## src/hdl/assert_macros.svh

```systemverilog
// ---------------------------------------------------------------------------
// Assertion macros
// Shared concurrent assertion forms, clocked on the rising edge and
// disabled while reset is low.
// ---------------------------------------------------------------------------
`ifndef ASSERT_MACROS_SVH
`define ASSERT_MACROS_SVH

// Same-cycle implication
`define ASSERT_IMPLY(label, clk, rst_n, ante, cons, msg) \
    label: assert property (@(posedge clk) disable iff (!rst_n) (ante) |-> (cons)) \
        else $error(msg);

// Next-cycle implication
`define ASSERT_NEXT(label, clk, rst_n, ante, cons, msg) \
    label: assert property (@(posedge clk) disable iff (!rst_n) (ante) |=> (cons)) \
        else $error(msg);

`endif

```

## src/hdl/xtea_pkg.sv

```systemverilog
// ---------------------------------------------------------------------------
// XTEA package
// Beat types, key set type, cipher constants and the mixing function.
// ---------------------------------------------------------------------------
package xtea_pkg;

    localparam int unsigned WORD_W = 32;

    localparam logic [WORD_W-1:0] DELTA = 32'h9E3779B9;

    typedef logic [3:0][WORD_W-1:0] key_set_t;

    typedef struct packed {
        logic              op;
        logic [WORD_W-1:0] first_word;
        logic [WORD_W-1:0] second_word;
    } xtea_in_t;

    typedef struct packed {
        logic [WORD_W-1:0] out_first_word;
        logic [WORD_W-1:0] out_second_word;
    } xtea_out_t;

    localparam logic OP_ENCRYPT = 1'b0;
    localparam logic OP_DECRYPT = 1'b1;

    function automatic logic [WORD_W-1:0] mix_word(input logic [WORD_W-1:0] x);
        mix_word = ((x << 4) ^ (x >> 5)) + x;
    endfunction

endpackage

```

## src/hdl/xtea_cell.sv

```systemverilog
// ---------------------------------------------------------------------------
// XTEA half-round cell
// One registered half-round of the cipher. The round sum and key select
// are fixed by the cell's place in the chain; op picks encrypt or decrypt.
// ---------------------------------------------------------------------------
`include "assert_macros.svh"

module xtea_cell #(
    parameter int ROUNDS = 32,
    parameter int STAGE  = 0
) (
    input  logic                clk,
    input  logic                rst_n,
    input  xtea_pkg::key_set_t  key,
    input  logic                in_valid,
    input  xtea_pkg::xtea_in_t  in_beat,
    output logic                out_valid,
    output xtea_pkg::xtea_in_t  out_beat
);

    localparam int   ROUND       = STAGE / 2;
    localparam logic SECOND_HALF = ((STAGE % 2) == 1) ? 1'b1 : 1'b0;
    localparam int   STEP_ENC    = ROUND + (((STAGE % 2) == 1) ? 1 : 0);
    localparam int   STEP_DEC    = ROUNDS - ROUND - (((STAGE % 2) == 1) ? 1 : 0);

    localparam logic [31:0] ENC_SUM = 32'(STEP_ENC) * xtea_pkg::DELTA;
    localparam logic [31:0] DEC_SUM = 32'(STEP_DEC) * xtea_pkg::DELTA;

    // first half of an encrypt round keys on the low sum bits, second on bits 12:11
    localparam logic [1:0] ENC_IDX = SECOND_HALF ? ENC_SUM[12:11] : ENC_SUM[1:0];
    localparam logic [1:0] DEC_IDX = SECOND_HALF ? DEC_SUM[1:0] : DEC_SUM[12:11];

    logic               upd_first;
    logic [31:0]        src_word;
    logic [31:0]        tgt_word;
    logic [31:0]        round_key;
    logic [31:0]        mixed;
    logic [31:0]        tgt_new;
    xtea_pkg::xtea_in_t beat_next;
    xtea_pkg::xtea_in_t beat_reg;
    logic               valid_reg;
    logic [31:0]        out_src;

    always_comb
    begin
        upd_first = ~(in_beat.op ^ SECOND_HALF);
        src_word  = upd_first ? in_beat.second_word : in_beat.first_word;
        tgt_word  = upd_first ? in_beat.first_word : in_beat.second_word;
        round_key = (in_beat.op == xtea_pkg::OP_DECRYPT) ? (DEC_SUM + key[DEC_IDX])
                                                         : (ENC_SUM + key[ENC_IDX]);
        mixed     = xtea_pkg::mix_word(src_word) ^ round_key;
        tgt_new   = (in_beat.op == xtea_pkg::OP_DECRYPT) ? (tgt_word - mixed)
                                                         : (tgt_word + mixed);
        beat_next = in_beat;
        if (upd_first)
        begin
            beat_next.first_word = tgt_new;
        end
        else
        begin
            beat_next.second_word = tgt_new;
        end
    end

    always_ff @(posedge clk or negedge rst_n)
    begin
        if (!rst_n)
        begin
            valid_reg <= 1'b0;
        end
        else
        begin
            valid_reg <= in_valid;
        end
    end

    always_ff @(posedge clk)
    begin
        beat_reg <= beat_next;
    end

    assign out_valid = valid_reg;
    assign out_beat  = beat_reg;

    // word this cell left alone, picked by the op carried with the beat
    assign out_src = ~(out_beat.op ^ SECOND_HALF) ? out_beat.second_word : out_beat.first_word;

    `ASSERT_IMPLY(a_valid_follows, clk, rst_n, out_valid, $past(in_valid), "beat out of nowhere")
    `ASSERT_IMPLY(a_op_carried, clk, rst_n, out_valid, out_beat.op == $past(in_beat.op), "op lost")
    `ASSERT_IMPLY(a_word_held, clk, rst_n, out_valid, out_src == $past(src_word), "word changed")

endmodule

```

## config.mk

```make
export PLATFORM = sky130hd
export DESIGN_NAME = xtea_cell
export DESIGN_NICKNAME = d
export VERILOG_FILES = /design/src/hdl/xtea_pkg.sv /design/src/hdl/xtea_cell.sv
export VERILOG_INCLUDE_DIRS = /design/src /design/src/hdl
export SDC_FILE = /design/constraint.sdc
export NUM_CORES = 1
export LEC_CHECK = 0
export BUFFER_PORTS_ARGS = -buffer_cell sky130_fd_sc_hd__buf_2
export CAP_MARGIN = 15
export CORE_UTILIZATION = 50
export DETAILED_ROUTE_END_ITERATION = 10
export GPL_TIMING_DRIVEN = 0
export HOLD_SLACK_MARGIN = 0.02
export PLACE_DENSITY = 0.76
export SETUP_SLACK_MARGIN = 0.3
export SKIP_LAST_GASP = 1
export SLEW_MARGIN = 20
export SYNTH_ARGS = -nofsm -noshare
export SYNTH_HDL_FRONTEND = slang
export SYNTH_SLANG_ARGS = --single-unit
```

## constraint.sdc

```tcl
create_clock -name clk -period 0.8 [get_ports clk]
set_input_delay 0.2 -clock clk [delete_from_list [all_inputs] [get_ports clk]]
set_output_delay 0.2 -clock clk [all_outputs]
set_load 0.005 [all_outputs]
```

Word-level counts from Yosys, hierarchy flattened
Cells that the tools add are included.
{ "totals": {"input_bits": 196, "word_cells": 16, "out_inout_bits": 66, "reg_bits": 66} }
{ "classes": {"n_bitwise": 2, "mux": 6, "add_sub_neg": 4} }
{ "op_table": {"columns": ["op", "n"], "rows": [
  ["2-to-1 mux 32 bit", 6],
  ["adder 32 bit", 2],
  ["adder 32 bit (first input constant)", 1],
  ["subtractor 32 bit", 1],
  ["XOR 32 x 27 -> 32 bit", 1],
  ["XOR 32 bit", 1]
]} }

Logic depth before layout (Yosys ltp)
{ "depth": {"word_depth": 7, "mapped_depth": 35, "depth_no_buf": 27} }

Worst setup path before layout
Ideal clock, no wire load.
{ "synth_path": {"kind": "input-to-reg", "from": "input in_beat[64] (netlist name)", "to": "register beat_reg (netlist bit out_beat[29])", "arrival_ns": 6.722, "setup_ns": 0.127, "path_slack_ns": -6.050, "path_buffers": 8, "required_ns": 0.673, "stages": 31, "path_cell_list": "buf_4 -> buf_4 -> buf_4 -> clkbuf_1 -> clkbuf_1 -> clkbuf_1 -> buf_1 -> a21oi_1 -> xnor2_1 -> ha_1 -> clkbuf_1 -> and3_1 -> a221o_1 -> nand2b_1 -> xnor2_1 -> or2_1 -> nor4_2 -> nor2_1 -> xnor2_1 -> ha_1 -> and4_1 -> and3_1 -> o211ai_1 -> nand3_1 -> a221oi_1 -> o31ai_1 -> a21o_1 -> a21o_1 -> a311o_1 -> xnor2_1 -> o21bai_1"} }
{ "synth_lines": {"columns": ["item", "line", "text"], "rows": [
  ["start: declaration", "xtea_cell.sv:16", "input xtea_pkg::xtea_in_t in_beat,"],
  ["end signal: assignment", "xtea_cell.sv:79", "beat_reg <= beat_next;"],
  ["end: declaration", "xtea_cell.sv:40", "xtea_pkg::xtea_in_t beat_reg;"]
]} }

==> summary.md <==
| Metric | Value |
|---|---|
| Gr ovfl total | 0 |
| CP arrival | 6.41 ns |
| DP Wirelength | 21240 um |
| Vias per std cell | 6.184 |
| Synth top cells by count | xnor2_1 (106), a21oi_1 (87), nand2_1 (86), o21ai_0 (77), nor2_1 (66) |
| H-tree depth | 3 |
| Clk sinks | between 60 and 70 |
| Final hold slack | -0.03397 ns |
| Deepest clock path buffer count | 2 |
| Top cells by area, synth | dfxtp_1 (16%), xnor2_1 (11%), ha_1 (9.9%), xor2_1 (5.3%), a21oi_1 (5.3%) |
| Core Box Area | about 16000 um^2 |
| Slew at the pin closest to its max-slew limit | 0.9084 ns |
| Die height | 130.3 um |
| Initial Util | 51.46% |
| Synth area leader | dfxtp_1 |
| Cell Area, Synth | 8234 um^2 |
| Max_slew headroom | 39.44% |
| Crit-path max FO | 7 |
| Port bufs | between 150 and 200 |
| Slew Limit Fails | 0 |
| DR pass1 iterations | 8 |
| Final Cycle Share | 776.3% |
| Most frequent cell after synthesis | xnor2_1 |
| Die width | 130.3 um |
| CTS Hold Bufs | 1 |
| Nets | 1612 |
| GRT met1 Usage | 44.47% |
| Total track usage | between 30% and 40% |
| Ports | 262 |
| Min cycle time layout | 6.210 ns |
| Share of Yosys cell area claimed by the top area cell type | between 15 and 20% |
| Vias in the first global route | ~8700 |
| FFs w/ async S/R, synth | 1.515% |
| Root Buffer | clkbuf_16 |
| Clock transition at the registers of the reported paths | 0.06 ns |
| Global route hottest layer | met2 |
| Initial DRC count | 998 |
| Fillers | about 1100 |
| RSZ-0062 raised after global routing | yes |
| Peak supply drop | 1.864 mV |
| Synth Instances | ~1100 |
| Hold Crit Class | in2reg |
| Req. time, crit path | 1.00 ns |
| Fin worst setup slack | -5.410 ns |
| Largest net degree at the start of global routing | 12 |
| Startpoint types | primary input |
| DRT antenna net count | 0 |
| Crit. End Element | flop |
| CTS buffer count | 9 |
| Number of synthesized flops with an enable pin | 0 |
| Status | finished, violations left |
| Die area | 16990 um^2 |
| Share of cells above drive strength 1 | 41.95% |
| FF+latch count, synth | 66 |
| Peak Freq | around 0.16 GHz |
| DR WL/cell | 20.56 um |
| Post-synthesis sequential area ratio | 16.11% |
| TritonCTS clock tree | yes |
| DRC viols | 0 |
| Main synth FF type | dfxtp_1 |
| # rows | 46 |
| Max stage delay on crit path | 0.36 ns |
| Violations in the final reports | hold timing, setup timing |
| Lkg Pwr | between 5 and 6 nW |
| Critical path type | in2reg |
| Met3 Track Usage GR | around 4.7% |
| Avg Synthesized Cell Area | 7.797 um^2 |
| Post-synth cell types | 92 |
| PwrDens | 3378 nW/um^2 |
| Via count | between 9000 and 10000 |
| Cell at the slowest stage of the critical path | a311o_1 |
| MaxCap Viol Count | 0 |
| DP Worst Slack | -6.603 ns |
| Final setup viols | 130 |
| Gp weighted congestion | 0.9523 |
| GR Layer Usage met2 | between 50% and 60% |
| Net Count, Synth | between 1000 and 1500 |
| Hold Fails Final Rpt | 1 |
| Initial antenna violation count | 1 |
| Synth Warn # | 0 |
| Routed Wire Length | 32290 um |
| Layout area overhead | 45.72% |
| First-pass GRT wire length | about 45000 um |
==> stage by stage <==
stage / power (mW) / util (%) / instance area [um^2] / TNS [ns] / cells
floorplan: 20.63 / - / 8559 / -246.00 / 1056
global placement: 25.65 / 61.19 / 9791 / -321.15 / 1464
detailed placement: 25.99 / 61.19 / 9791 / -324.22 / 1464
CTS: 34.44 / 70.72 / 11320 / -265.78 / 1545
global route: 42.49 / 74.98 / 12000 / -291.04 / 1570
finish: 40.54 / 74.99 / 12000 / -281.50 / 1571
==> logic make-up after synthesis <==
group                      synth area share, %
DFF                                      16.11
AOI/OAI and AO/OA                        25.89
adders and majority gates                10.50
xor gates and xnor gates                 17.93
buffers and inverters                    3.814
muxes                                    5.896
and+or+nand+nor                          19.86
==> repair_timing <==
item,in CTS,in global routing
gates resized for setup,147,116
endpoints found under the hold margin,2,1
endpoints found under the setup margin,130,130
gates cloned,3,0
pin swaps,76,59
setup buffers,61,25
==> flip-flops by register name, summed over array words and instances (netlist names) <==
signal / flops
out_beat: 65
out_valid: 1
==> cell type report <==
class	count	area, um^2	share of cell area, %
multi-input combinational	910	7734	64.45
timing repair buffer	282	1807	15.06
sequential	66	1353	11.27
buffer	49	410.4	3.420
tap	216	270.3	2.252
clock buffer	12	256.5	2.138
inverter	31	116.4	0.9698
clock inverter	4	50.05	0.4171
antenna	1	2.502	0.02086
==> layer usage <==
metal  share of wire [%]  routed length [um]  vias to the layer above
met5                   0                   0                        -
met1                  40               12850                     4482
met3                 9.7                3128                      169
met4                 5.5                1781                        0
li1                    -                   -                     4385
met2                  45               14530                      679
==> layout by cell type (no fill, tap or decap), types with 21 or more instances in the layout <==
| cell type | count |
|---|---|
| a21o_1 | 37 |
| a21oi_1 | 56 |
| buf_2 | 181 |
| buf_4 | 74 |
| buf_6 | 25 |
| dfxtp_1 | 44 |
| dfxtp_2 | 21 |
| ha_1 | 49 |
| inv_1 | 30 |
| mux2_2 | 32 |
| nand2_1 | 78 |
| nor2_1 | 59 |
| nor2b_1 | 25 |
| o21ai_0 | 29 |
| o21ai_1 | 39 |
| o21bai_1 | 28 |
| xnor2_1 | 72 |
| xnor2_2 | 27 |
| xor2_1 | 42 |
==> final timing paths <==
path                        startpoint  slack, ns  cells past startpoint                    to
max in group asynchronous        rst_n       0.56                      2   out_valid$_DFF_PN0_
setup / recovery           in_beat[64]      -5.41                     36  out_beat[61]$_DFF_P_
hold / removal                in_valid      -0.03                      1   out_valid$_DFF_PN0_
min in group asynchronous        rst_n       0.16                      2   out_valid$_DFF_PN0_
==> where the power goes <==
group	internal, mW	total, mW	leakage (nW)	switching [mW]
Clock	2.58	4.14	0.145	1.56
Sequential	5.06	5.55	0.561	0.485
Combinational	14.5	30.8	4.70	16.3
==> worst max-delay path: cells and delay by family <==
family	cells	cell delay [ns]
AOI/OAI and AO/OA	12	2.15
adders and majority gates	3	0.86
xor gates and xnor gates	3	0.54
buffers and inverters	10	1.39
and+or+nand+nor	8	1.24
Note: power is estimated with default switching activity, not from simulation.
